===== src/design/gbc_pkg.sv =====
package gbc_pkg;

   // Field and state widths
   localparam int RAW_W      = 16;
   localparam int SCALED_W   = 13;
   localparam int CORR_W     = 14;
   localparam int FILT_W     = 22;
   localparam int MOTION_W   = 22;
   localparam int BSUM_W     = 21;
   localparam int COUNT_W    = 8;
   localparam int LIMIT_W    = 21;
   localparam int KEEP_W     = 9;
   localparam int STATUS_W   = 2;
   localparam int AXES       = 3;
   localparam int AXIS_W     = 2;

   // Configuration port
   localparam int CSR_INDEX_W = 2;
   localparam int CSR_DATA_W  = 21;
   localparam logic [CSR_INDEX_W-1:0] CSR_SAMPLE_COUNT   = 2'd0;
   localparam logic [CSR_INDEX_W-1:0] CSR_MOTION_LIMIT   = 2'd1;
   localparam logic [CSR_INDEX_W-1:0] CSR_FILTER_KEEP_Q8 = 2'd2;

   // Register values after reset
   localparam logic [COUNT_W-1:0] SAMPLE_COUNT_RESET = 8'd200;
   localparam logic [LIMIT_W-1:0] MOTION_LIMIT_RESET = 21'd500;
   localparam logic [KEEP_W-1:0]  FILTER_KEEP_RESET  = 9'd51;

   // Divide by ten: multiply by the rounded-up reciprocal and shift.
   // Exact for every magnitude of a 16 bit sample.
   localparam int RECIP_W     = 17;
   localparam int RECIP_SHIFT = 19;
   localparam logic [RECIP_W-1:0] RECIP_TEN = 17'd52429;

   // Filter weight of one whole (1.0 in Q8)
   localparam logic [KEEP_W-1:0] KEEP_ONE = 9'd256;

   // Window sum divider: magnitude of the bias sum over the sample count
   localparam int DIV_DVD_W = 20;
   localparam int DIV_DVS_W = COUNT_W;

   typedef enum logic [STATUS_W-1:0] {
      STATUS_COLLECT = 2'd0,
      STATUS_REJECT  = 2'd1,
      STATUS_ACCEPT  = 2'd2,
      STATUS_RUN     = 2'd3
   } status_type;

   // Commands from the controller to the datapath
   typedef struct packed {
      logic              load_raw;
      logic              scale;
      logic              accum;
      logic              clear_window;
      logic              div_start;
      logic              bias_write;
      logic [AXIS_W-1:0] div_axis;
      logic              clear_filter;
      logic              filt_mul;
      logic              filt_sum;
      logic              load_out;
      status_type        out_status;
   } dp_cmd_type;

   // Status from the datapath to the controller
   typedef struct packed {
      logic window_full;
      logic moved;
      logic div_done;
   } dp_stat_type;

endpackage


===== src/design/gbc_div.sv =====
module gbc_div #(
   parameter int DVD_W = gbc_pkg::DIV_DVD_W,
   parameter int DVS_W = gbc_pkg::DIV_DVS_W
) (
   input  logic             clock,
   input  logic             reset,
   input  logic             start,
   input  logic [DVD_W-1:0] dividend,
   input  logic [DVS_W-1:0] divisor,
   output logic             done,
   output logic [DVD_W-1:0] quotient
);

   localparam int STEP_W = $clog2(DVD_W + 1);

   logic             busy_ff, busy_in;
   logic             done_ff, done_in;
   logic [STEP_W-1:0] step_ff, step_in;
   logic [DVS_W-1:0] rem_ff, rem_in;
   logic [DVD_W-1:0] quo_ff, quo_in;
   logic [DVS_W-1:0] dvs_ff, dvs_in;
   logic [DVS_W:0]   rem_shift;
   logic             fits;

   // One restoring step per cycle: the dividend shifts out of the top of the
   // quotient register while the quotient bits shift in at the bottom.
   always_comb begin
      rem_shift = {rem_ff, quo_ff[DVD_W-1]};
      fits      = rem_shift >= {1'b0, dvs_ff};
      busy_in   = busy_ff;
      done_in   = 1'b0;
      step_in   = step_ff;
      rem_in    = rem_ff;
      quo_in    = quo_ff;
      dvs_in    = dvs_ff;
      if (start) begin
         busy_in = 1'b1;
         step_in = STEP_W'(DVD_W);
         rem_in  = '0;
         quo_in  = dividend;
         dvs_in  = divisor;
      end else if (busy_ff) begin
         rem_in  = fits ? DVS_W'(rem_shift - {1'b0, dvs_ff}) : rem_shift[DVS_W-1:0];
         quo_in  = {quo_ff[DVD_W-2:0], fits};
         step_in = step_ff - STEP_W'(1);
         if (step_ff == STEP_W'(1)) begin
            busy_in = 1'b0;
            done_in = 1'b1;
         end
      end
   end

   always_ff @(posedge clock) begin
      if (reset) begin
         busy_ff <= 1'b0;
         done_ff <= 1'b0;
         step_ff <= '0;
      end else begin
         busy_ff <= busy_in;
         done_ff <= done_in;
         step_ff <= step_in;
      end
   end

   always_ff @(posedge clock) begin
      rem_ff <= rem_in;
      quo_ff <= quo_in;
      dvs_ff <= dvs_in;
   end

   assign done     = done_ff;
   assign quotient = quo_ff;

endmodule


===== src/design/gbc_datapath.sv =====
module gbc_datapath (
   input  logic                                 clock,
   input  logic                                 reset,
   input  gbc_pkg::dp_cmd_type                  cmd,
   output gbc_pkg::dp_stat_type                 stat,
   input  logic signed [gbc_pkg::RAW_W-1:0]     gyro_raw_x,
   input  logic signed [gbc_pkg::RAW_W-1:0]     gyro_raw_y,
   input  logic signed [gbc_pkg::RAW_W-1:0]     gyro_raw_z,
   input  logic                                 csr_write_enable,
   input  logic [gbc_pkg::CSR_INDEX_W-1:0]      csr_index,
   input  logic [gbc_pkg::CSR_DATA_W-1:0]       csr_write_data,
   output logic [gbc_pkg::STATUS_W-1:0]         out_status,
   output logic signed [gbc_pkg::SCALED_W-1:0]  out_bias_x,
   output logic signed [gbc_pkg::SCALED_W-1:0]  out_bias_y,
   output logic signed [gbc_pkg::SCALED_W-1:0]  out_bias_z,
   output logic signed [gbc_pkg::CORR_W-1:0]    out_corrected_z,
   output logic signed [gbc_pkg::FILT_W-1:0]    out_filtered_z_q8
);

   import gbc_pkg::*;

   localparam int PROD_W   = RAW_W + RECIP_W;
   localparam int PKEEP_W  = KEEP_W + 1 + FILT_W;
   localparam int PNEW_W   = KEEP_W + 1 + CORR_W;
   localparam int ACC_W    = PKEEP_W + 1;

   // Configuration registers
   logic [COUNT_W-1:0] sample_count_ff;
   logic [LIMIT_W-1:0] motion_limit_ff;
   logic [KEEP_W-1:0]  filter_keep_ff;

   // Per-item lanes
   logic signed [RAW_W-1:0]    raw_ff    [AXES];
   logic signed [SCALED_W-1:0] scaled_ff [AXES];
   logic signed [SCALED_W-1:0] scaled_in [AXES];

   // Window state
   logic [COUNT_W-1:0]         count_ff, count_in;
   logic signed [SCALED_W-1:0] prev_ff   [AXES];
   logic signed [SCALED_W-1:0] prev_in   [AXES];
   logic [MOTION_W-1:0]        motion_ff [AXES];
   logic [MOTION_W-1:0]        motion_in [AXES];
   logic signed [BSUM_W-1:0]   bsum_ff   [AXES];
   logic signed [BSUM_W-1:0]   bsum_in   [AXES];
   logic signed [SCALED_W-1:0] bias_ff   [AXES];

   // Filter state
   logic signed [CORR_W-1:0]   corr_ff, corr_in;
   logic signed [PKEEP_W-1:0]  pkeep_ff, pkeep_in;
   logic signed [PNEW_W-1:0]   pnew_ff, pnew_in;
   logic signed [FILT_W-1:0]   filt_ff;
   logic signed [ACC_W-1:0]    filt_acc;
   logic [KEEP_W-1:0]          keep_sat;
   logic signed [KEEP_W:0]     keep_old_s;
   logic signed [KEEP_W:0]     keep_new_s;

   // Divider hookup
   logic signed [BSUM_W-1:0]   div_sum;
   logic [BSUM_W-1:0]          div_mag;
   logic                       div_neg_ff;
   logic                       div_done;
   logic [DIV_DVD_W-1:0]       div_quo;
   logic signed [SCALED_W-1:0] div_bias;

   // Result registers
   logic [STATUS_W-1:0]        out_status_ff;
   logic signed [SCALED_W-1:0] out_bias_ff [AXES];
   logic signed [CORR_W-1:0]   out_corr_ff;
   logic signed [FILT_W-1:0]   out_filt_ff;

   logic [COUNT_W-1:0]         limit_n;
   logic                       moved;

   // Configuration writes; indexes beyond the list are ignored.
   always_ff @(posedge clock) begin
      if (reset) begin
         sample_count_ff <= SAMPLE_COUNT_RESET;
         motion_limit_ff <= MOTION_LIMIT_RESET;
         filter_keep_ff  <= FILTER_KEEP_RESET;
      end else if (csr_write_enable) begin
         case (csr_index)
            CSR_SAMPLE_COUNT:   sample_count_ff <= csr_write_data[COUNT_W-1:0];
            CSR_MOTION_LIMIT:   motion_limit_ff <= csr_write_data[LIMIT_W-1:0];
            CSR_FILTER_KEEP_Q8: filter_keep_ff  <= csr_write_data[KEEP_W-1:0];
            default: begin
            end
         endcase
      end
   end

   // Scale each axis by one tenth, truncating toward zero, on the magnitude.
   always_comb begin
      logic [RAW_W-1:0]  mag;
      logic [PROD_W-1:0] prod;
      logic [SCALED_W-1:0] quo;
      for (int j = 0; j < AXES; j++) begin
         mag  = raw_ff[j][RAW_W-1] ? RAW_W'(-raw_ff[j]) : RAW_W'(raw_ff[j]);
         prod = PROD_W'(mag) * PROD_W'(RECIP_TEN);
         quo  = prod[RECIP_SHIFT +: SCALED_W];
         scaled_in[j] = raw_ff[j][RAW_W-1] ? SCALED_W'(-quo) : SCALED_W'(quo);
      end
   end

   always_ff @(posedge clock) begin
      if (cmd.load_raw) begin
         raw_ff[0] <= gyro_raw_x;
         raw_ff[1] <= gyro_raw_y;
         raw_ff[2] <= gyro_raw_z;
      end
      if (cmd.scale) begin
         for (int j = 0; j < AXES; j++) begin
            scaled_ff[j] <= scaled_in[j];
         end
      end
   end

   // Window accumulation: change magnitude, running sum, previous sample.
   // The first sample of a window has no predecessor and adds no change.
   always_comb begin
      logic signed [CORR_W-1:0] diff;
      logic [CORR_W-1:0]        diff_mag;
      count_in = count_ff + COUNT_W'(1);
      for (int j = 0; j < AXES; j++) begin
         diff = (count_ff == '0) ? '0
              : CORR_W'(scaled_ff[j]) - CORR_W'(prev_ff[j]);
         diff_mag     = diff[CORR_W-1] ? CORR_W'(-diff) : CORR_W'(diff);
         motion_in[j] = motion_ff[j] + MOTION_W'(diff_mag);
         bsum_in[j]   = bsum_ff[j] + BSUM_W'(scaled_ff[j]);
         prev_in[j]   = scaled_ff[j];
      end
   end

   always_ff @(posedge clock) begin
      if (reset || cmd.clear_window) begin
         count_ff <= '0;
         for (int j = 0; j < AXES; j++) begin
            prev_ff[j]   <= '0;
            motion_ff[j] <= '0;
            bsum_ff[j]   <= '0;
         end
      end else if (cmd.accum) begin
         count_ff <= count_in;
         for (int j = 0; j < AXES; j++) begin
            prev_ff[j]   <= prev_in[j];
            motion_ff[j] <= motion_in[j];
            bsum_ff[j]   <= bsum_in[j];
         end
      end
   end

   // Window decision; a zero sample count acts as one.
   always_comb begin
      limit_n = (sample_count_ff == '0) ? COUNT_W'(1) : sample_count_ff;
      moved   = 1'b0;
      for (int j = 0; j < AXES; j++) begin
         if (motion_ff[j] > MOTION_W'(motion_limit_ff)) begin
            moved = 1'b1;
         end
      end
   end

   // Bias of one axis: magnitude of its sum over the window count, sign restored.
   assign div_sum  = bsum_ff[cmd.div_axis];
   assign div_mag  = div_sum[BSUM_W-1] ? BSUM_W'(-div_sum) : BSUM_W'(div_sum);
   assign div_bias = div_neg_ff ? SCALED_W'(-div_quo[SCALED_W-1:0])
                                : SCALED_W'(div_quo[SCALED_W-1:0]);

   gbc_div #(
      .DVD_W (DIV_DVD_W),
      .DVS_W (DIV_DVS_W)
   ) u_div (
      .clock    (clock),
      .reset    (reset),
      .start    (cmd.div_start),
      .dividend (div_mag[DIV_DVD_W-1:0]),
      .divisor  (count_ff),
      .done     (div_done),
      .quotient (div_quo)
   );

   always_ff @(posedge clock) begin
      if (cmd.div_start) begin
         div_neg_ff <= div_sum[BSUM_W-1];
      end
   end

   always_ff @(posedge clock) begin
      if (reset) begin
         for (int j = 0; j < AXES; j++) begin
            bias_ff[j] <= '0;
         end
      end else if (cmd.bias_write) begin
         bias_ff[cmd.div_axis] <= div_bias;
      end
   end

   // Filter, multiply step: correction and both weighted products.
   always_comb begin
      keep_sat   = (filter_keep_ff > KEEP_ONE) ? KEEP_ONE : filter_keep_ff;
      keep_old_s = signed'({1'b0, keep_sat});
      keep_new_s = signed'({1'b0, KEEP_W'(KEEP_ONE - keep_sat)});
      corr_in    = CORR_W'(scaled_ff[2]) - CORR_W'(bias_ff[2]);
      pkeep_in   = PKEEP_W'(keep_old_s) * PKEEP_W'(filt_ff);
      pnew_in    = PNEW_W'(keep_new_s) * PNEW_W'(corr_in);
   end

   // Filter, sum step: sum in Q16 and floor back to Q8.
   assign filt_acc = ACC_W'(pkeep_ff) + ACC_W'({pnew_ff, 8'b0});

   always_ff @(posedge clock) begin
      if (cmd.filt_mul) begin
         corr_ff  <= corr_in;
         pkeep_ff <= pkeep_in;
         pnew_ff  <= pnew_in;
      end
   end

   always_ff @(posedge clock) begin
      if (reset || cmd.clear_filter) begin
         filt_ff <= '0;
      end else if (cmd.filt_sum) begin
         filt_ff <= filt_acc[8 +: FILT_W];
      end
   end

   // Result registers, loaded once the previous item has been taken.
   always_ff @(posedge clock) begin
      if (cmd.load_out) begin
         out_status_ff <= cmd.out_status;
         for (int j = 0; j < AXES; j++) begin
            out_bias_ff[j] <= bias_ff[j];
         end
         out_corr_ff <= (cmd.out_status == STATUS_RUN) ? corr_ff : '0;
         out_filt_ff <= filt_ff;
      end
   end

   assign stat.window_full = count_ff >= limit_n;
   assign stat.moved       = moved;
   assign stat.div_done    = div_done;

   assign out_status        = out_status_ff;
   assign out_bias_x        = out_bias_ff[0];
   assign out_bias_y        = out_bias_ff[1];
   assign out_bias_z        = out_bias_ff[2];
   assign out_corrected_z   = out_corr_ff;
   assign out_filtered_z_q8 = out_filt_ff;

endmodule


===== src/design/gbc_ctrl.sv =====
module gbc_ctrl (
   input  logic                  clock,
   input  logic                  reset,
   input  logic                  req_valid,
   output logic                  req_ready,
   output logic                  rsp_valid,
   input  logic                  rsp_ready,
   output gbc_pkg::dp_cmd_type   cmd,
   input  gbc_pkg::dp_stat_type  stat
);

   import gbc_pkg::*;

   typedef enum logic [3:0] {
      ST_IDLE,
      ST_SCALE,
      ST_ACCUM,
      ST_CHECK,
      ST_DIV_START,
      ST_DIV_WAIT,
      ST_FILT_MUL,
      ST_FILT_SUM,
      ST_DONE
   } state_type;

   state_type         state_ff, state_in;
   logic [AXIS_W-1:0] axis_ff, axis_in;
   logic              calibrated_ff, calibrated_in;
   logic              rsp_valid_ff, rsp_valid_in;
   status_type        status_ff, status_in;

   // Sequencing of one item and the commands for each step
   always_comb begin
      state_in      = state_ff;
      axis_in       = axis_ff;
      calibrated_in = calibrated_ff;
      status_in     = status_ff;
      rsp_valid_in  = rsp_valid_ff && !rsp_ready;
      cmd           = '0;
      cmd.div_axis  = axis_ff;
      cmd.out_status = status_ff;
      case (state_ff)
         ST_IDLE: begin
            if (req_valid) begin
               cmd.load_raw = 1'b1;
               state_in     = ST_SCALE;
            end
         end
         ST_SCALE: begin
            cmd.scale = 1'b1;
            state_in  = calibrated_ff ? ST_FILT_MUL : ST_ACCUM;
         end
         ST_ACCUM: begin
            cmd.accum = 1'b1;
            state_in  = ST_CHECK;
         end
         ST_CHECK: begin
            if (!stat.window_full) begin
               status_in = STATUS_COLLECT;
               state_in  = ST_DONE;
            end else if (stat.moved) begin
               cmd.clear_window = 1'b1;
               status_in        = STATUS_REJECT;
               state_in         = ST_DONE;
            end else begin
               axis_in  = '0;
               state_in = ST_DIV_START;
            end
         end
         ST_DIV_START: begin
            cmd.div_start = 1'b1;
            state_in      = ST_DIV_WAIT;
         end
         ST_DIV_WAIT: begin
            if (stat.div_done) begin
               cmd.bias_write = 1'b1;
               if (axis_ff == AXIS_W'(AXES - 1)) begin
                  cmd.clear_filter = 1'b1;
                  calibrated_in    = 1'b1;
                  status_in        = STATUS_ACCEPT;
                  state_in         = ST_DONE;
               end else begin
                  axis_in  = axis_ff + AXIS_W'(1);
                  state_in = ST_DIV_START;
               end
            end
         end
         ST_FILT_MUL: begin
            cmd.filt_mul = 1'b1;
            state_in     = ST_FILT_SUM;
         end
         ST_FILT_SUM: begin
            cmd.filt_sum = 1'b1;
            status_in    = STATUS_RUN;
            state_in     = ST_DONE;
         end
         ST_DONE: begin
            // Hold the finished item until the result register is free.
            if (!rsp_valid_ff || rsp_ready) begin
               cmd.load_out = 1'b1;
               rsp_valid_in = 1'b1;
               state_in     = ST_IDLE;
            end
         end
         default: begin
            state_in = ST_IDLE;
         end
      endcase
   end

   always_ff @(posedge clock) begin
      if (reset) begin
         state_ff      <= ST_IDLE;
         axis_ff       <= '0;
         calibrated_ff <= 1'b0;
         rsp_valid_ff  <= 1'b0;
         status_ff     <= STATUS_COLLECT;
      end else begin
         state_ff      <= state_in;
         axis_ff       <= axis_in;
         calibrated_ff <= calibrated_in;
         rsp_valid_ff  <= rsp_valid_in;
         status_ff     <= status_in;
      end
   end

   assign req_ready = (state_ff == ST_IDLE);
   assign rsp_valid = rsp_valid_ff;

endmodule


===== src/design/gyro_bias_calibrate_filter_unit.sv =====
// Channel  Handshake            Payload
// req      req_valid/req_ready  req_gyro_raw_x, req_gyro_raw_y, req_gyro_raw_z
// rsp      rsp_valid/rsp_ready  rsp_status, rsp_bias_x/y/z, rsp_corrected_z,
//                               rsp_filtered_z_q8
// csr      csr_write_enable     csr_index, csr_write_data (write only)
//
// While collecting or running, a result waits after its item is accepted for the
// scale, accumulate or filter steps of the sequencer; the next item is taken only
// once the result has been loaded into the result register.
// The item that closes an accepted window also waits for the shared divider, which
// produces one quotient bit per cycle for each of the three axes in turn.
// Reset is synchronous and active high; it restores register defaults and
// restarts calibration. A new item is taken while the last result still waits.
module gyro_bias_calibrate_filter_unit (
   input  logic                                 clock,
   input  logic                                 reset,
   input  logic                                 req_valid,
   output logic                                 req_ready,
   input  logic signed [gbc_pkg::RAW_W-1:0]     req_gyro_raw_x,
   input  logic signed [gbc_pkg::RAW_W-1:0]     req_gyro_raw_y,
   input  logic signed [gbc_pkg::RAW_W-1:0]     req_gyro_raw_z,
   output logic                                 rsp_valid,
   input  logic                                 rsp_ready,
   output logic [gbc_pkg::STATUS_W-1:0]         rsp_status,
   output logic signed [gbc_pkg::SCALED_W-1:0]  rsp_bias_x,
   output logic signed [gbc_pkg::SCALED_W-1:0]  rsp_bias_y,
   output logic signed [gbc_pkg::SCALED_W-1:0]  rsp_bias_z,
   output logic signed [gbc_pkg::CORR_W-1:0]    rsp_corrected_z,
   output logic signed [gbc_pkg::FILT_W-1:0]    rsp_filtered_z_q8,
   input  logic                                 csr_write_enable,
   input  logic [gbc_pkg::CSR_INDEX_W-1:0]      csr_index,
   input  logic [gbc_pkg::CSR_DATA_W-1:0]       csr_write_data
);

   import gbc_pkg::*;

   dp_cmd_type  cmd;
   dp_stat_type stat;

   // Sequencer
   gbc_ctrl u_ctrl (
      .clock     (clock),
      .reset     (reset),
      .req_valid (req_valid),
      .req_ready (req_ready),
      .rsp_valid (rsp_valid),
      .rsp_ready (rsp_ready),
      .cmd       (cmd),
      .stat      (stat)
   );

   // Arithmetic, window state and result registers
   gbc_datapath u_datapath (
      .clock             (clock),
      .reset             (reset),
      .cmd               (cmd),
      .stat              (stat),
      .gyro_raw_x        (req_gyro_raw_x),
      .gyro_raw_y        (req_gyro_raw_y),
      .gyro_raw_z        (req_gyro_raw_z),
      .csr_write_enable  (csr_write_enable),
      .csr_index         (csr_index),
      .csr_write_data    (csr_write_data),
      .out_status        (rsp_status),
      .out_bias_x        (rsp_bias_x),
      .out_bias_y        (rsp_bias_y),
      .out_bias_z        (rsp_bias_z),
      .out_corrected_z   (rsp_corrected_z),
      .out_filtered_z_q8 (rsp_filtered_z_q8)
   );

`ifndef SYNTHESIS
   // One item at a time: the input closes right after an item is taken.
   assert property (@(posedge clock) disable iff (reset)
      req_valid && req_ready |=> !req_ready)
      else $error("input still open after an item was accepted");

   // Before calibration is reached the biases are still zero.
   assert property (@(posedge clock) disable iff (reset)
      rsp_valid && (rsp_status == STATUS_COLLECT || rsp_status == STATUS_REJECT)
      |-> rsp_bias_x == '0 && rsp_bias_y == '0 && rsp_bias_z == '0)
      else $error("non-zero bias reported before calibration");

   // Correction and filter output are zero unless the block is running.
   assert property (@(posedge clock) disable iff (reset)
      rsp_valid && rsp_status != STATUS_RUN
      |-> rsp_corrected_z == '0 && rsp_filtered_z_q8 == '0)
      else $error("filter output present outside calibrated running");
`endif

endmodule

===== config.mk =====
export PLATFORM = sky130hd
export DESIGN_NAME = gyro_bias_calibrate_filter_unit
export DESIGN_NICKNAME = d
export VERILOG_FILES = /design/src/design/gbc_pkg.sv /design/src/design/gbc_div.sv /design/src/design/gbc_datapath.sv /design/src/design/gbc_ctrl.sv /design/src/design/gyro_bias_calibrate_filter_unit.sv
export SDC_FILE = /design/constraint.sdc
export NUM_CORES = 2
export LEC_CHECK = 0
export BUFFER_PORTS_ARGS = -buffer_cell sky130_fd_sc_hd__clkbuf_2
export CAP_MARGIN = 20
export CORE_UTILIZATION = 35
export CTS_CLUSTER_DIAMETER = 40
export DETAILED_ROUTE_END_ITERATION = 16
export GPL_TIMING_DRIVEN = 0
export PLACE_DENSITY_LB_ADDON = 0.12
export SLEW_MARGIN = 20
export SYNTH_ARGS = -nofsm -noshare
export SYNTH_HDL_FRONTEND = slang
export SYNTH_SLANG_ARGS = --single-unit

===== constraint.sdc =====
create_clock -name clock -period 8.6 [get_ports clock]
set_clock_uncertainty 0.1 [all_clocks]
set_input_delay 2.15 -clock clock [delete_from_list [all_inputs] [get_ports clock]]
set_output_delay 2.15 -clock clock [all_outputs]
set_load 0.02 [all_outputs]

==> impl_metrics.py <==
metrics = {
    "detailed_routing": {
        "highest_layer": "met5",
        "vias": 40400,
        "met1Wirelength_um": 74200,
        "antenna_violating_nets_post_route": 0,
        "met2_wirelength_from_detailed_routing_um": 63700,
        "detailed_routing_iterations_pass_1": 5,
        "remaining_drc_errors": 0,
        "met3_wirelength_um": 6970,
        "routed_via_density": 4.81,
        "drt-wirelength-per-cell_um": 17.7,
        "wl_um": 149000,
        "first_iter_violations": 1900,
    },
    "sta": {
        "setup_viol": 0,
        "post-route-min-period_ns": 8.39,
        "drv_slew": 0,
        "tightestPinTransition_ns": 1.05,
        "final_setup_slack_of_the_worst_path_ns": 0.207,
        "slew-limit-headroom_pct": 29.4,
        "timing.fmax_mhz": 119,
        "post-route-period-util_pct": 97.6,
        "timing.final.hold_violations": 0,
    },
    "layout": {
        "seqCellArea_sq_mm": 0.0157,
        "layoutNonFillerInstCount": 8403,
        "layout-drive-gt1-share_pct": 8.67,
        "nFillCells": 16100,
        "post_layout_nets": 7483,
        "multi_input_comb_area_sq_mm": 0.0374,
        "layout-area-overhead-vs-synth_pct": 15.0,
    },
    "placement": {
        "hpwl_um": 121000,
        "dpl_worst_slack_ns": -0.706,
        "post-place-cells": 8163,
        "globalplace.congestion": 0.854,
        "placement.io_buffers": 153,
    },
    "floorplanning": {
        "pin_count": 155,
        "count_of_standard_cell_rows": 147,
        "die_y_um": 404,
        "floorplan.core_area_sq_mm": 0.160,
        "design.die.area_sq_mm": 0.163,
        "die_width_um": 404,
        "initial_standard_cell_utilization_of_the_core_pct": 35.2,
    },
    "clock_network": {
        "cts_inserted_buffers": 108,
        "cts_tree": "yes",
        "cts.reportedPaths.clkPinSlew_ns": 0.06,
        "cts_max_level": 3,
        "max-clock-path-buffers": 3,
        "post_cts_hold_buffer_count": 0,
        "clock_tree.root_cell": "sky130_fd_sc_hd__clkbuf_16",
        "worstSkewPairLatency_ns": 0.72,
        "clkSinkCount": 553,
    },
    "global_route": {
        "globalRouteOverflowTotal": 0,
        "track_usage_pct": 18.5,
        "wire_length_of_the_first_global_routing_pass_um": 235000,
        "antenna_found_initial": 3,
        "via_count_of_the_first_global_routing_pass": 41400,
        "grt_max_degree": 49,
    },
    "critical_path": {
        "worstReg2RegStart": "u_datapath.raw_ff[0][17]$_DFFE_PP_",
        "path_max_fanout": 8,
        "worst_ep_arrival_time_ns": 8.74,
        "startpoint_type": "register",
        "crit_required_ns": 8.94,
        "crit_type": "register to register",
        "worstSetupStartpoint": "u_datapath.raw_ff[0][17]$_DFFE_PP_",
        "worstSetupEndpointType": "register",
    },
    "yosys": {
        "synth.yosys.seq_area_share_pct": 27.7,
        "synth_flop_cell": "sky130_fd_sc_hd__edfxtp_1",
        "synth_async_sr_flop_share_pct": 0,
        "netlist_instances": 5834,
        "synthesis.area_sq_mm": 0.0565,
        "ys_types": 91,
        "yosys_warnings": 0,
        "post_synthesis_average_cell_area_sq_um": 9.68,
        "synth-edff-count": 458,
        "synth.ff_latch_count": 553,
        "synthesis.nets": 7171,
    },
    "hold_path": {
        "worstHoldStart": "u_datapath.bias_ff[1][9]$_SDFFCE_PN0P_",
        "timing.hold.worst.class": "register to register",
    },
    "outcome": {
        "result_of_the_run": "finished clean",
    },
    "job": {
        "max_cap_viol_count": 0,
    },
}
[stage by stage]
| step | area, sq um | TNS, ns | utilization (%) | hold slack (ns) |
|---|---|---|---|---|
| after floorplan | 56500 | 0 | - | 0.300 |
| after global placement | 60000 | -24.78 | 37.4 | 0.301 |
| after detailed placement | 60300 | -2.77 | 37.6 | 0.305 |
| after CTS | 64300 | -0.0430 | 40.1 | 0.318 |
| after global routing | 65000 | -0.0141 | 40.5 | 0.320 |
| final | 65000 | 0 | 40.5 | 0.317 |
[Yosys cell counts, drive strengths merged, types with 23 or more instances]
cell type	n	area, sq um
a211oi	23	183
a21o	108	811
a21oi	302	1520
a31oi	29	188
and2	146	915
and3	52	330
buf	28	106
clkbuf	113	425
dfxtp	95	1900
edfxtp	458	13800
fa	488	9770
ha	773	9670
inv	939	3520
mux2i	31	310
nand2	483	1810
nand2b	50	313
nand3	70	355
nor2	454	1700
nor2b	64	400
nor3	87	435
o211ai	24	180
o21a	37	278
o21ai	187	936
o21bai	31	233
o31ai	28	210
or3	50	313
xnor2	286	2500
xor2	146	1280
[worst paths after layout]
kind / endpoint / slack [ns] / cells after the start
max: u_datapath.scaled_ff[0][24]$_DFFE_PN_ / 0.21 / 27
min: u_datapath.out_bias_ff[0][22]$_DFFE_PP_ / 0.32 / 0
max reg2reg: u_datapath.scaled_ff[0][24]$_DFFE_PN_ / 0.21 / 27
min reg2reg: u_datapath.out_bias_ff[0][22]$_DFFE_PP_ / 0.32 / 0
[area by class of cell]
type | instances | area share [%]
Tap cell | 2160 | 4.16
Timing Repair Buffer | 203 | 2.04
Multi-Input combinational cell | 4200 | 57.5
Sequential cell | 553 | 24.1
Inverter | 940 | 5.44
Clock inverter | 88 | 1.58
Clock buffer | 117 | 4.34
Antenna cell | 2 | 0.00770
Buffer | 140 | 0.834
[worst max-delay path: stages (launching register included)]
cell                        delay (ns)
sky130_fd_sc_hd__edfxtp_1         0.43
sky130_fd_sc_hd__nor3_2           0.17
sky130_fd_sc_hd__nand2_1          0.09
sky130_fd_sc_hd__or3_4            0.35
sky130_fd_sc_hd__or3_4            0.37
sky130_fd_sc_hd__or4_4            0.47
sky130_fd_sc_hd__inv_6            0.10
sky130_fd_sc_hd__ha_2             0.32
sky130_fd_sc_hd__ha_4             0.28
sky130_fd_sc_hd__fa_1             0.43
sky130_fd_sc_hd__fa_1             0.52
sky130_fd_sc_hd__fa_1             0.54
sky130_fd_sc_hd__inv_1            0.05
sky130_fd_sc_hd__fa_1             0.53
sky130_fd_sc_hd__inv_1            0.07
sky130_fd_sc_hd__ha_4             0.25
sky130_fd_sc_hd__a2111oi_2        0.34
sky130_fd_sc_hd__o21ai_1          0.13
sky130_fd_sc_hd__a211o_1          0.27
sky130_fd_sc_hd__a21o_1           0.20
sky130_fd_sc_hd__a311o_1          0.38
sky130_fd_sc_hd__a31o_1           0.29
sky130_fd_sc_hd__and3_4           0.20
sky130_fd_sc_hd__o41a_4           0.51
sky130_fd_sc_hd__nand3b_4         0.17
sky130_fd_sc_hd__a211o_1          0.30
sky130_fd_sc_hd__a21oi_2          0.16
sky130_fd_sc_hd__xnor2_1          0.08
[placed cells by master (no fill, tap or decap), drive strengths merged, types with 21 or more instances in the layout]
cell    count
o21bai     31
buf        78
a31oi      29
a21o      108
o31ai      28
xnor2     286
or2        21
nor2b      64
nand2b     50
nor3       87
clkbuf    382
and3       52
fa        488
or3        50
mux2i      31
dfxtp      95
nand2     483
a211o      22
a21oi     302
a211oi     23
nor2      454
inv       972
and2      146
o21ai     187
ha        773
nand3      70
clkinv     37
o211ai     24
o21a       37
xor2      146
edfxtp    458
nand4      22
[what timing repair did]
item / in CTS / in global routing
setup buffers: 3 / 30
setup endpoints to repair: 12 / 13
pin swaps: 4 / 19
resized for setup: 26 / 81
[per-layer routing]
layer / GRT usage [%] / up-vias
met3: 3.40 / 202
li1: - / 20200
met5: 0 / -
met2: 28.4 / 620
met1: 26.7 / 19400
met4: 4.90 / 2
[registers in the layout (all words and copies together) (netlist names), 39 cells and up, named ones only]
signal                  cells
u_datapath.bsum_ff         63
u_datapath.out_bias_ff     39
u_datapath.scaled_ff       39
u_datapath.prev_ff         39
u_datapath.motion_ff       66
u_datapath.bias_ff         39
u_datapath.raw_ff          48
[cell families (layout without fill, tap and decap cells)]
| kind of cell | count (synthesis) | in the layout | synth area share (%) |
|---|---|---|---|
| and+or+nand+nor | 1571 | 1571 | 13.1 |
| adders and majority gates | 1261 | 1261 | 34.4 |
| buffers and inverters | 1081 | 1488 | 7.19 |
| AOI/OAI and AO/OA | 901 | 901 | 10.2 |
| DFF | 553 | 553 | 27.7 |
| xor gates and xnor gates | 434 | 434 | 6.78 |
| muxes | 33 | 33 | 0.589 |
| other | 0 | 2 | 0 |
Power is not shown: default switching activity piles up to over one toggle a cycle in this logic, so the estimate is an artifact.
